`config.mk`:
```
export PLATFORM = sky130hd
export DESIGN_NAME = energy_window_activity_segmenter_unit
export DESIGN_NICKNAME = d
export VERILOG_FILES = /design/src/hdl/ewas_pkg.sv /design/src/hdl/ewas_seg_core.sv /design/src/hdl/energy_window_activity_segmenter_unit.sv
export SDC_FILE = /design/constraint.sdc
export NUM_CORES = 2
export LEC_CHECK = 0
export BUFFER_PORTS_ARGS = -buffer_cell sky130_fd_sc_hd__buf_2
export CAP_MARGIN = 10
export CORE_MARGIN = 2
export CORE_UTILIZATION = 45
export DETAILED_ROUTE_END_ITERATION = 6
export GPL_ROUTABILITY_DRIVEN = 0
export PLACE_DENSITY = 0.6
export SETUP_SLACK_MARGIN = 0.3
export SKIP_CTS_REPAIR_TIMING = 1
export SYNTH_ARGS = -nofsm -noshare
export SYNTH_HDL_FRONTEND = slang
export SYNTH_SLANG_ARGS = --single-unit
```
`constraint.sdc`:
```
create_clock -name clk -period 11.45 [get_ports clk]
set_clock_uncertainty 0.05 [all_clocks]
set_input_delay 2.29 -clock clk [delete_from_list [all_inputs] [get_ports clk]]
set_output_delay 2.29 -clock clk [all_outputs]
set_load 0.01 [all_outputs]
```
`src/hdl/ewas_pkg.sv`:
```
// Shared types and constants for the energy window activity segmenter.
// Item structs for both channels, register indexes and fixed field widths.
// No dependencies.
package ewas_pkg;

  localparam int SAMPLE_W = 16;
  localparam int INDEX_OUT_W = 32;
  localparam int WLEN_W = 16;
  localparam int THR_W = 31;
  localparam int ENERGY_W = 47;
  localparam int CFG_IDX_W = 2;
  localparam int CFG_DATA_W = 32;

  localparam logic [CFG_IDX_W-1:0] REG_WINDOW_LEN = 2'd0;
  localparam logic [CFG_IDX_W-1:0] REG_ENERGY_THRESHOLD = 2'd1;

  localparam logic [WLEN_W-1:0] WINDOW_LEN_RESET = 16'd160;
  localparam logic [THR_W-1:0] ENERGY_THRESHOLD_RESET = 31'd10737;

  typedef struct packed {
    logic signed [SAMPLE_W-1:0] sample;
    logic                       last_sample;
  } in_t;

  typedef struct packed {
    logic [INDEX_OUT_W-1:0] seg_start;
    logic [INDEX_OUT_W-1:0] seg_end;
    logic                   seg_valid;
    logic                   stream_done;
  } out_t;

  typedef struct packed {
    logic emit;
    out_t item;
  } core_res_t;

endpackage

```
`src/hdl/ewas_seg_core.sv`:
```
// Window energy accumulation, activity decision and segment tracking.
// One squared sample per step; holds all stream state.
// Depends on ewas_pkg.
module ewas_seg_core #(
  parameter int INDEX_BITS = 32
) (
  input  logic                           clk,
  input  logic                           rst_n,
  input  logic                           step,
  input  logic [ewas_pkg::ENERGY_W-1:0]  sq,
  input  logic                           last,
  input  logic [ewas_pkg::WLEN_W-1:0]    win_len,
  input  logic [ewas_pkg::THR_W-1:0]     thr,
  output ewas_pkg::core_res_t            res
);

  localparam int EW = ewas_pkg::ENERGY_W;
  localparam int CW = ewas_pkg::WLEN_W;
  localparam int OW = ewas_pkg::INDEX_OUT_W;

  logic [INDEX_BITS-1:0] pos_r, pos_nxt;
  logic [CW-1:0]         cnt_r, cnt_nxt;
  logic [EW-1:0]         sum_r, sum_nxt;
  logic                  in_seg_r, in_seg_nxt;
  logic [INDEX_BITS-1:0] open_r, open_nxt;
  logic [EW-1:0]         prod_r, prod_nxt;

  logic [CW-1:0]         len_eff, cnt_inc, cnt_base, cnt_base_inc;
  logic [INDEX_BITS-1:0] pos_inc, cnt_ext, wstart, open_upd;
  logic [EW:0]           sum_wide;
  logic [EW-1:0]         sum_new;
  logic                  close, active, seg_upd, seg_win, seg_any;
  logic [INDEX_BITS-1:0] s_start, s_end;

  always_comb begin
    len_eff  = (win_len == '0) ? CW'(1) : win_len;
    cnt_inc  = (cnt_r == '1) ? cnt_r : cnt_r + CW'(1);
    pos_inc  = (pos_r == '1) ? pos_r : pos_r + INDEX_BITS'(1);
    sum_wide = {1'b0, sum_r} + {1'b0, sq};
    sum_new  = sum_wide[EW] ? '1 : sum_wide[EW-1:0];
    close    = (cnt_inc >= len_eff) || last;
    cnt_ext  = INDEX_BITS'(cnt_inc);
    wstart   = (pos_inc >= cnt_ext) ? pos_inc - cnt_ext : '0;
    // prod_r already holds threshold times the post-increment count
    active   = sum_new >= prod_r;
    seg_win  = close && !active && in_seg_r;
    seg_upd  = close ? active : in_seg_r;
    open_upd = (close && active && !in_seg_r) ? wstart : open_r;
    seg_any  = seg_win || (last && seg_upd);

    if (seg_win) begin
      s_start = open_r;
      s_end   = wstart;
    end else if (last && seg_upd) begin
      s_start = open_upd;
      s_end   = pos_inc;
    end else begin
      s_start = '0;
      s_end   = '0;
    end

    res.emit             = last || seg_win;
    res.item.seg_start   = OW'(s_start);
    res.item.seg_end     = OW'(s_end);
    res.item.seg_valid   = seg_any;
    res.item.stream_done = last;

    pos_nxt    = pos_r;
    cnt_nxt    = cnt_r;
    sum_nxt    = sum_r;
    in_seg_nxt = in_seg_r;
    open_nxt   = open_r;
    if (step) begin
      if (last) begin
        pos_nxt    = '0;
        cnt_nxt    = '0;
        sum_nxt    = '0;
        in_seg_nxt = 1'b0;
        open_nxt   = '0;
      end else begin
        pos_nxt    = pos_inc;
        cnt_nxt    = close ? '0 : cnt_inc;
        sum_nxt    = close ? '0 : sum_new;
        in_seg_nxt = seg_upd;
        open_nxt   = open_upd;
      end
    end

    // look one sample ahead: threshold times the count the next step will see
    cnt_base     = step ? cnt_nxt : cnt_r;
    cnt_base_inc = (cnt_base == '1) ? cnt_base : cnt_base + CW'(1);
    prod_nxt     = EW'(thr) * EW'(cnt_base_inc);
  end

  always_ff @(posedge clk) begin
    if (!rst_n) begin
      pos_r    <= '0;
      cnt_r    <= '0;
      sum_r    <= '0;
      in_seg_r <= 1'b0;
      open_r   <= '0;
    end else begin
      pos_r    <= pos_nxt;
      cnt_r    <= cnt_nxt;
      sum_r    <= sum_nxt;
      in_seg_r <= in_seg_nxt;
      open_r   <= open_nxt;
    end
    prod_r <= prod_nxt;
  end

endmodule

```
`src/hdl/energy_window_activity_segmenter_unit.sv`:
```
// Top level of the energy window activity segmenter.
// Input register, squaring stage, segment core and result register.
// Depends on ewas_pkg and ewas_seg_core.
//
// Usage:
//   Input channel (in_valid, in_stall, in_data) carries one audio sample per
//   item plus a last-sample flag. Result channel (out_valid, out_stall,
//   out_data) carries a segment start/end pair when a segment closes, and
//   always one item for the last sample of a stream, with stream_done set.
//   Configuration (cfg_valid, cfg_ready, cfg_index, cfg_data) writes the
//   window length (index 0) and the mean-square threshold (index 1); write
//   only while no item is in flight. cfg_ready is always high.
// Timing:
//   Three pipeline registers: input, square, result. out_valid rises when
//   an emitting item reaches the result register. One item per cycle unless a
//   result is held stalled; window accumulate and compare are combinational.
// Reset:
//   Synchronous, active low. Clears stream state and loads register defaults
//   (window length 160, threshold 10737). State also clears after each last
//   sample.
// Backpressure:
//   A stalled result holds in the output register and no item leaves the
//   square stage meanwhile; the input and square stages fill before in_stall
//   rises.
module energy_window_activity_segmenter_unit #(
  parameter int INDEX_BITS  = 32,
  parameter int SAMPLE_BITS = 16
) (
  input  logic                              clk,
  input  logic                              rst_n,
  input  logic                              in_valid,
  output logic                              in_stall,
  input  ewas_pkg::in_t                     in_data,
  output logic                              out_valid,
  input  logic                              out_stall,
  output ewas_pkg::out_t                    out_data,
  input  logic                              cfg_valid,
  output logic                              cfg_ready,
  input  logic [ewas_pkg::CFG_IDX_W-1:0]    cfg_index,
  input  logic [ewas_pkg::CFG_DATA_W-1:0]   cfg_data
);

  localparam int EW   = ewas_pkg::ENERGY_W;
  localparam int SQ_W = 2 * SAMPLE_BITS;

  logic [ewas_pkg::WLEN_W-1:0] win_len_r, win_len_nxt;
  logic [ewas_pkg::THR_W-1:0]  thr_r, thr_nxt;

  logic           s1_v_r, s1_v_nxt;
  ewas_pkg::in_t  s1_r;
  logic           s2_v_r, s2_v_nxt;
  logic [EW-1:0]  sq_r;
  logic           s2_last_r;

  logic           out_v_r, out_v_nxt;
  ewas_pkg::out_t out_r;

  logic                   out_free, s2_ready, s2_go, s1_go, in_take;
  logic [SAMPLE_BITS-1:0] raw, mag;
  logic [SQ_W-1:0]        sq_full;
  ewas_pkg::core_res_t    res;

  assign cfg_ready = 1'b1;

  always_comb begin
    win_len_nxt = win_len_r;
    thr_nxt     = thr_r;
    if (cfg_valid) begin
      case (cfg_index)
        ewas_pkg::REG_WINDOW_LEN:       win_len_nxt = cfg_data[ewas_pkg::WLEN_W-1:0];
        ewas_pkg::REG_ENERGY_THRESHOLD: thr_nxt = cfg_data[ewas_pkg::THR_W-1:0];
        default: ;
      endcase
    end
  end

  // elastic handshake: a stage loads when empty or when its item moves on
  assign out_free = !out_v_r || !out_stall;
  assign s2_go    = s2_v_r && out_free;
  assign s2_ready = !s2_v_r || out_free;
  assign s1_go    = s1_v_r && s2_ready;
  assign in_stall = s1_v_r && !s2_ready;
  assign in_take  = in_valid && !in_stall;

  always_comb begin
    s1_v_nxt  = in_take ? 1'b1 : (s1_go ? 1'b0 : s1_v_r);
    s2_v_nxt  = s1_go ? 1'b1 : (s2_go ? 1'b0 : s2_v_r);
    out_v_nxt = s2_go ? res.emit : (out_stall ? out_v_r : 1'b0);
  end

  // magnitude of the low SAMPLE_BITS bits, taken as two's complement
  always_comb begin
    raw     = SAMPLE_BITS'($unsigned(s1_r.sample));
    mag     = raw[SAMPLE_BITS-1] ? (~raw + SAMPLE_BITS'(1)) : raw;
    sq_full = SQ_W'(mag) * SQ_W'(mag);
  end

  ewas_seg_core #(
    .INDEX_BITS(INDEX_BITS)
  ) u_core (
    .clk     (clk),
    .rst_n   (rst_n),
    .step    (s2_go),
    .sq      (sq_r),
    .last    (s2_last_r),
    .win_len (win_len_r),
    .thr     (thr_r),
    .res     (res)
  );

  always_ff @(posedge clk) begin
    if (!rst_n) begin
      win_len_r <= ewas_pkg::WINDOW_LEN_RESET;
      thr_r     <= ewas_pkg::ENERGY_THRESHOLD_RESET;
      s1_v_r    <= 1'b0;
      s2_v_r    <= 1'b0;
      out_v_r   <= 1'b0;
    end else begin
      win_len_r <= win_len_nxt;
      thr_r     <= thr_nxt;
      s1_v_r    <= s1_v_nxt;
      s2_v_r    <= s2_v_nxt;
      out_v_r   <= out_v_nxt;
    end
    if (in_take) begin
      s1_r <= in_data;
    end
    if (s1_go) begin
      sq_r      <= EW'(sq_full);
      s2_last_r <= s1_r.last_sample;
    end
    if (s2_go) begin
      out_r <= res.item;
    end
  end

  assign out_valid = out_v_r;
  assign out_data  = out_r;

  // a result that does not end the stream always carries a segment
  a_mid_result_has_seg: assert property (@(posedge clk) disable iff (!rst_n)
    (out_v_r && !out_r.stream_done) |-> out_r.seg_valid)
    else $error("result without segment before stream end");

  // an empty result carries zero indices
  a_empty_result_zero: assert property (@(posedge clk) disable iff (!rst_n)
    (out_v_r && !out_r.seg_valid) |-> (out_r.seg_start == '0 && out_r.seg_end == '0))
    else $error("empty result with non-zero indices");

  // an empty input register never stalls the sender
  a_empty_input_takes: assert property (@(posedge clk) disable iff (!rst_n)
    !s1_v_r |-> !in_stall)
    else $error("stall raised with empty input register");

  // a result that has not been taken stays in place
  a_result_held: assert property (@(posedge clk) disable iff (!rst_n)
    (out_v_r && out_stall) |=> (out_v_r && $stable(out_r)))
    else $error("stalled result lost or changed");

endmodule
```
# Yosys cells after proc, flatten, opt, wreduce, memory -nomap -nowiden
# Index checks and enable logic that the tools add are counted.
[word_totals]
register_bits = 341
out_inout_bits = 69
[classes]
add_sub_neg = 6
n_mul = 2
order_cmp = 3
n_eq_ne = 5
muxes = 28
bitwise_logic = 1
reduce_logical = 27
[ops]
columns = ["op", "n"]
rows = [
  ["$mux 32", 9],
  ["$mux 47", 3],
  ["$mux 16", 8],
  ["$add 16x1->16 const B", 3],
  ["$add 47x32->48", 1],
  ["$ge 47x47->1", 1],
  ["$mul 31x16->47", 1],
  ["$add 32x1->32 const B", 1],
  ["$eq 16x16->1 const B", 2],
  ["$eq 32x32->1 const B", 1],
  ["$ge 32x16->1", 1],
  ["$mul 16x16->32", 1],
  ["$sub 32x16->32", 1],
  ["$ge 16x16->1", 1],
  ["$logic_not 16->1", 1],
  ["$not 16->16", 1],
  ["$logic_and 1x1->1", 9],
  ["$mux 1", 8],
  ["$logic_not 1->1", 7],
  ["$logic_or 1x1->1", 5],
  ["$reduce_and 2->1", 2],
  ["$reduce_bool 2->1", 2],
  ["$eq 2x1->1 const B", 1],
  ["$logic_not 2->1", 1],
  ["$ne 2x1->1 const B", 1],
]

# Depth between registers and ports, before layout
[depth]
word_depth = 11
ltp_mapped = 50
ltp_nobuf = 45

# Modules after synthesis
# From an unflattened synthesis, not the netlist that was laid out.
[unflattened]
hier_cells = 4813
area_unflattened_um2 = 42329.3
[modules_own_cells]
columns = ["module", "instances", "cells_per_inst", "area_each_um2", "seq_area_each_um2"]
rows = [
  ["ewas_seg_core", 1, 3608, 29525.8, 3503.4],
  ["energy_window_activity_segmenter_unit", 1, 1205, 12803.5, 4454.3],
]

# Least setup slack after synthesis
# Ideal clock, no wire load.
[synth_timing]
path_type = "in2reg"
start = "input port out_stall"
end = "register u_core.prod_r[43]"
t_arrival_ns = 11.389
path_slack_ns = -0.108
path_stages = 38
path_buffers = 6
cell_sequence = "a21bo_2 -> clkbuf_1 -> buf_1 -> clkbuf_1 -> clkbuf_1 -> nand2_1 -> o31ai_1 -> ha_1 -> nand3_1 -> o21ai_1 -> nand3_2 -> or2_1 -> buf_2 -> a21oi_1 -> buf_2 -> nand2_1 -> fa_1 -> inv_1 -> [2 not listed] -> fa_1 -> inv_1 -> fa_1 -> fa_1 -> inv_1 -> fa_1 -> inv_1 -> ha_1 -> a211oi_1 -> nor2_1 -> o41ai_1 -> o32ai_1 -> o31a_1 -> a211o_1 -> a2111oi_0 -> or3_1 -> a311o_1 -> xnor2_1"
[synth_via]
elab_chain_cells = 8
elab_cells_between_ends = 9
classes_between = "add/sub: 1; mul: 1; eq/ne: 1; mux: 3; reduce/logical: 3"
[synth_lines]
columns = ["item", "line_no", "text"]
rows = [
  ["start, declared", "energy_window_activity_segmenter_unit.sv:35", "input logic out_stall,"],
  ["$logic_not 1->1 *", "energy_window_activity_segmenter_unit.sv:78", "assign out_free = !out_v_r || !out_stall;"],
  ["$logic_or 1x1->1 *", "energy_window_activity_segmenter_unit.sv:78", ""],
  ["$logic_and 1x1->1 *", "energy_window_activity_segmenter_unit.sv:79", "assign s2_go = s2_v_r && out_free;"],
  ["$mux 16 *", "ewas_seg_core.sv:73", "if (step) begin"],
  ["net u_core.cnt_nxt[1]", "ewas_seg_core.sv:22", "logic [CW-1:0] cnt_r, cnt_nxt;"],
  ["$mux 16 *", "ewas_seg_core.sv:90", "cnt_base = step ? cnt_nxt : cnt_r;"],
  ["$add 16x1->16 / $eq 16x16->1 (equally long branches)", "ewas_seg_core.sv:91", "cnt_base_inc = (cnt_base == '1) ? cnt_base : cnt_base + CW'(1);"],
  ["$mux 16 *", "ewas_seg_core.sv:91", ""],
  ["$mul 31x16->47 *", "ewas_seg_core.sv:92", "prod_nxt = EW'(thr) * EW'(cnt_base_inc);"],
  ["net u_core.prod_nxt[43]", "ewas_seg_core.sv:26", "logic [EW-1:0] prod_r, prod_nxt;"],
  ["end signal, assigned", "ewas_seg_core.sv:109", "prod_r <= prod_nxt;"],
  ["end, declared", "ewas_seg_core.sv:26", ""],
]
# Mark *: on every way through the listed nets, which the timed path passes. The rest lies on a longest branch.
# A chain may end at the register's enable or synchronous reset.

# Final worst setup path
[layout_timing]
start = "register u_core.cnt_r[13]"
end = "register u_core.prod_r[45]"
[layout_via]
elab_chain_cells = 11
elab_cells_between_ends = 13
classes_between = "add/sub: 2; mul: 1; order compare: 1; eq/ne: 2; mux: 6; reduce/logical: 1"
[layout_lines]
columns = ["item", "line_no", "text"]
rows = [
  ["start, declared", "ewas_seg_core.sv:22", ""],
  ["start signal, assigned", "ewas_seg_core.sv:104", "cnt_r <= cnt_nxt;"],
  ["$add 16x1->16 / $eq 16x16->1 (equally long branches)", "ewas_seg_core.sv:37", "cnt_inc = (cnt_r == '1) ? cnt_r : cnt_r + CW'(1);"],
  ["$mux 16 *", "ewas_seg_core.sv:37", ""],
  ["$ge 16x16->1", "ewas_seg_core.sv:41", "close = (cnt_inc >= len_eff) || last;"],
  ["$logic_or 1x1->1", "ewas_seg_core.sv:41", ""],
  ["$mux 16 *", "ewas_seg_core.sv:82", "cnt_nxt = close ? '0 : cnt_inc;"],
  ["$mux 16 *", "ewas_seg_core.sv:74", "if (last) begin"],
  ["$mux 16 *", "ewas_seg_core.sv:73", ""],
  ["net u_core.cnt_nxt[0]", "ewas_seg_core.sv:22", ""],
  ["$mux 16 *", "ewas_seg_core.sv:90", ""],
  ["$add 16x1->16 / $eq 16x16->1 (equally long branches)", "ewas_seg_core.sv:91", ""],
  ["$mux 16 *", "ewas_seg_core.sv:91", ""],
  ["$mul 31x16->47 *", "ewas_seg_core.sv:92", ""],
  ["net u_core.prod_nxt[45]", "ewas_seg_core.sv:26", ""],
]
# Marks and branches as above.

==> impl_metrics.csv <==
group,metric,value,unit
status,outcome,"finished clean",
detailed_routing,viasPerCell,5.350,
detailed_routing,wl_met1,46.82,mm
floorplan,die_area,0.09501,mm^2
floorplan,die_w,308.2,um
cells_and_area,final_nets,5851,
yosys,synthCells,4742,
detailed_routing,dr.pass1.iters,6,
floorplan,rows,111,
clock_network,clk_pin_slew,0.07,ns
global_routing,grt_pass1_vias,32940,
timing,relSlewSlack,26.63,%
clock_network,clkSinkCount,340,
setup_path,cpMaxStageDelayCell,"or4_4",
clock_network,clock_latency,0.60,ns
yosys,synth_seq_area_share,19.11,%
power_and_ir_drop,p_int,4.742,mW
detailed_routing,wl_met3,6.520,mm
yosys,synthSimpleGateAreaFrac,17.33,%
timing,setup_viol,0,
clock_network,cts_max_level,2,
global_routing,grt-ovfl-total,0,
floorplan,core-area,0.09166,mm^2
cells_and_area,syn_to_final_growth,12.65,%
detailed_routing,top_layer_used,"met5",
detailed_routing,ant_nets,0,
detailed_routing,wire_per_inst,17.64,um
yosys,synth_top_cells_by_area,"fa_1 27%, dfxtp_1 11%, ha_1 9.7%",
setup_path,slowest_delay,0.60,ns
setup_path,crit_arrival,11.47,ns
yosys,yosysMostFrequentCell,"inv_1",
floorplan,start_util,45.44,%
timing,setup_ws,0.3952,ns
timing,worst_pin_slew,1.100,ns
timing,hold_violations,0,
clock_network,cts_root_buf,"clkbuf_16",
power_and_ir_drop,swShare,43.43,%
detailed_routing,vias,32750,
placed_design,postPlaceCellArea,0.04406,mm^2
cells_and_area,antenna_cells,0,
global_routing,antenna_found_initial,2,
clock_network,clk_path_buf_depth,3,
power_and_ir_drop,combinationalPowerShare,63.4,%
detailed_routing,dr_wl_met2,51.85,mm
floorplan,io_pins,125,
cells_and_area,drive_gt1_share,11.14,%
timing,fmax,90.46,MHz
clock_network,cts_buffers,41,
yosys,async_flop_share,0,%
yosys,synthTopCellsByCount,"838 x inv_1, 674 x nand2_1, 569 x fa_1, 324 x ha_1, 225 x dfxtp_1",
yosys,synth_compound_area_share,12.25,%
yosys,netlist.area_leader.share,27.35,%
placed_design,post-place-ws,0.01844,ns
yosys,synth_seq_cells,340,
job,maxCapViolCount,0,
global_routing,grt_max_degree,93,
placed_design,hpwl,82.55,mm
power_and_ir_drop,p_leak,21.87,nW
power_and_ir_drop,p_total,8.382,mW
yosys,synth_top_family_by_area,"adder cells",
power_and_ir_drop,seqPwrFrac,20.0,%
setup_path,crit_required,11.86,ns
timing,fin_crit,11.05,ns
timing,rsz0062_at_grt,"yes",
yosys,yosysUniqueCellTypes,100,
yosys,ys.warnings.count,0,
power_and_ir_drop,clock_power_share,16.6,%
timing,fin_crit_sh,96.55,%
cells_and_area,stdcell_count,6121,
power_and_ir_drop,power_density,178.7,mW/mm^2
global_routing,track_usage,22.60,%
setup_path,cpMostUsedCell,"fa_1",
setup_path,startpoint_type,"register",
yosys,synth_xor_area_share,4.034,%
timing,final-max-slew-violation-count,0,
cells_and_area,final_area,0.04692,mm^2
setup_path,path_class,"reg2reg",
yosys,syn-cell-area,0.04165,mm^2
yosys,synth_fa_ha_area_share,37.13,%
setup_path,cp-end-kind,"register",
detailed_routing,drc_errors,0,
placed_design,port_buffers,122,
cells_and_area,fin_util,51.19,%
setup_path,crit_fanout,8,
detailed_routing,drtIter0Drc,1876,
clock_network,cts_tree,"yes",
yosys,syn_area_per_cell,8.783,um^2
yosys,synthMuxAreaShare,0.3395,%
power_and_ir_drop,p_switching,3.640,mW
global_routing,grt_pass1_wl,172.5,mm
detailed_routing,postRouteWirelength,108.0,mm
yosys,synth_edf_count,115,
power_and_ir_drop,peakVddDrop,0.5300,mV
yosys,synth_ff_type,"dfxtp_1",
floorplan,die_h,308.2,um
min_path,hold_class,"reg2reg",
yosys,synth_top_area_cell,"fa_1",
placed_design,dp_cells,5974,
## stage by stage
stage,hold slack [ns],setup TNS (ns)
final,0.4004,0
after CTS,0.4028,-0.09685
after detailed placement,0.3937,0
after floorplan,0.3503,0
after global routing,0.4235,0
after global placement,0.3818,0
## final cells by class
type	instances	area, um^2
Clock inverter	28	356.6
Inverter	848	3186
Timing Repair Buffer	320	2434
Tap cell	1186	1484
Fill cell	8622	44740
Sequential cell	340	7963
Clock buffer	48	1062
Multi-Input combinational cell	3351	30440
## flip-flops by register name, summed over array words and instances, names as in the netlist, 16 cells and up
| register | count |
|---|---|
| out_data | 66 |
| raw | 16 |
| sq_r | 31 |
| thr_r | 31 |
| u_core.cnt_r | 16 |
| u_core.open_r | 32 |
| u_core.pos_r | 32 |
| u_core.prod_r | 47 |
| u_core.sum_r | 47 |
| win_len_r | 16 |
## worst paths after layout
kind / cells after the start / slack, ns / startpoint / end
max: 50 / 0.40 / u_core.cnt_r[13]$_SDFF_PN0_ / u_core.prod_r[45]$_DFF_P_
min: 2 / 0.40 / u_core.open_r[2]$_SDFFE_PN0P_ / u_core.open_r[2]$_SDFFE_PN0P_
max reg2reg: 50 / 0.40 / u_core.cnt_r[13]$_SDFF_PN0_ / u_core.prod_r[45]$_DFF_P_
min reg2reg: 2 / 0.40 / u_core.open_r[2]$_SDFFE_PN0P_ / u_core.open_r[2]$_SDFFE_PN0P_
## cell families (layout without fill, tap and decap cells)
logic type | Yosys count | after routing
compound gates | 744 | 744
xor+xnor | 191 | 191
fa+ha+maj | 895 | 895
buf+inv | 1063 | 1244
flops | 340 | 340
mux | 13 | 14
other cells | 2 | 13
simple gates | 1494 | 1494
## power groups by stage
stage / clock network [mW] / logic (mW) / registers, mW
6_report: 1.39 / 5.32 / 1.67
5_1_grt: 1.47 / 6.17 / 1.68
4_1_cts: 1.43 / 5.38 / 1.67
3_5_place_dp: 0 / 5.35 / 1.70
3_3_place_gp: 0 / 5.28 / 1.70
2_1_floorplan: 0 / 4.25 / 1.66
## layer usage
metal | vias up | track usage, %
li1 | 15580 | -
met4 | 2 | 5.683
met1 | 16190 | 30.02
met2 | 829 | 38.42
met5 | - | 0
met3 | 153 | 3.642
## placed cells by master (no fill, tap or decap), types with 107 or more instances in the layout
cell / count
nand2_1: 668
o21ai_0: 113
xnor2_1: 107
dfxtp_1: 221
a21oi_1: 146
ha_1: 309
edfxtp_1: 115
inv_1: 824
and2_1: 211
fa_1: 559
buf_4: 161
nor2_1: 174
buf_2: 121
## worst max-delay path, delay by kind of cell, from the launching register on
| family | cells | cell delay [ns] |
|---|---|---|
| xor+xnor | 2 | 0.34 |
| fa+ha+maj | 9 | 3.64 |
| compound gates | 14 | 2.97 |
| buf+inv | 13 | 1.16 |
| flops | 1 | 0.35 |
| simple gates | 12 | 2.39 |
(Power assumes the default switching activity.)
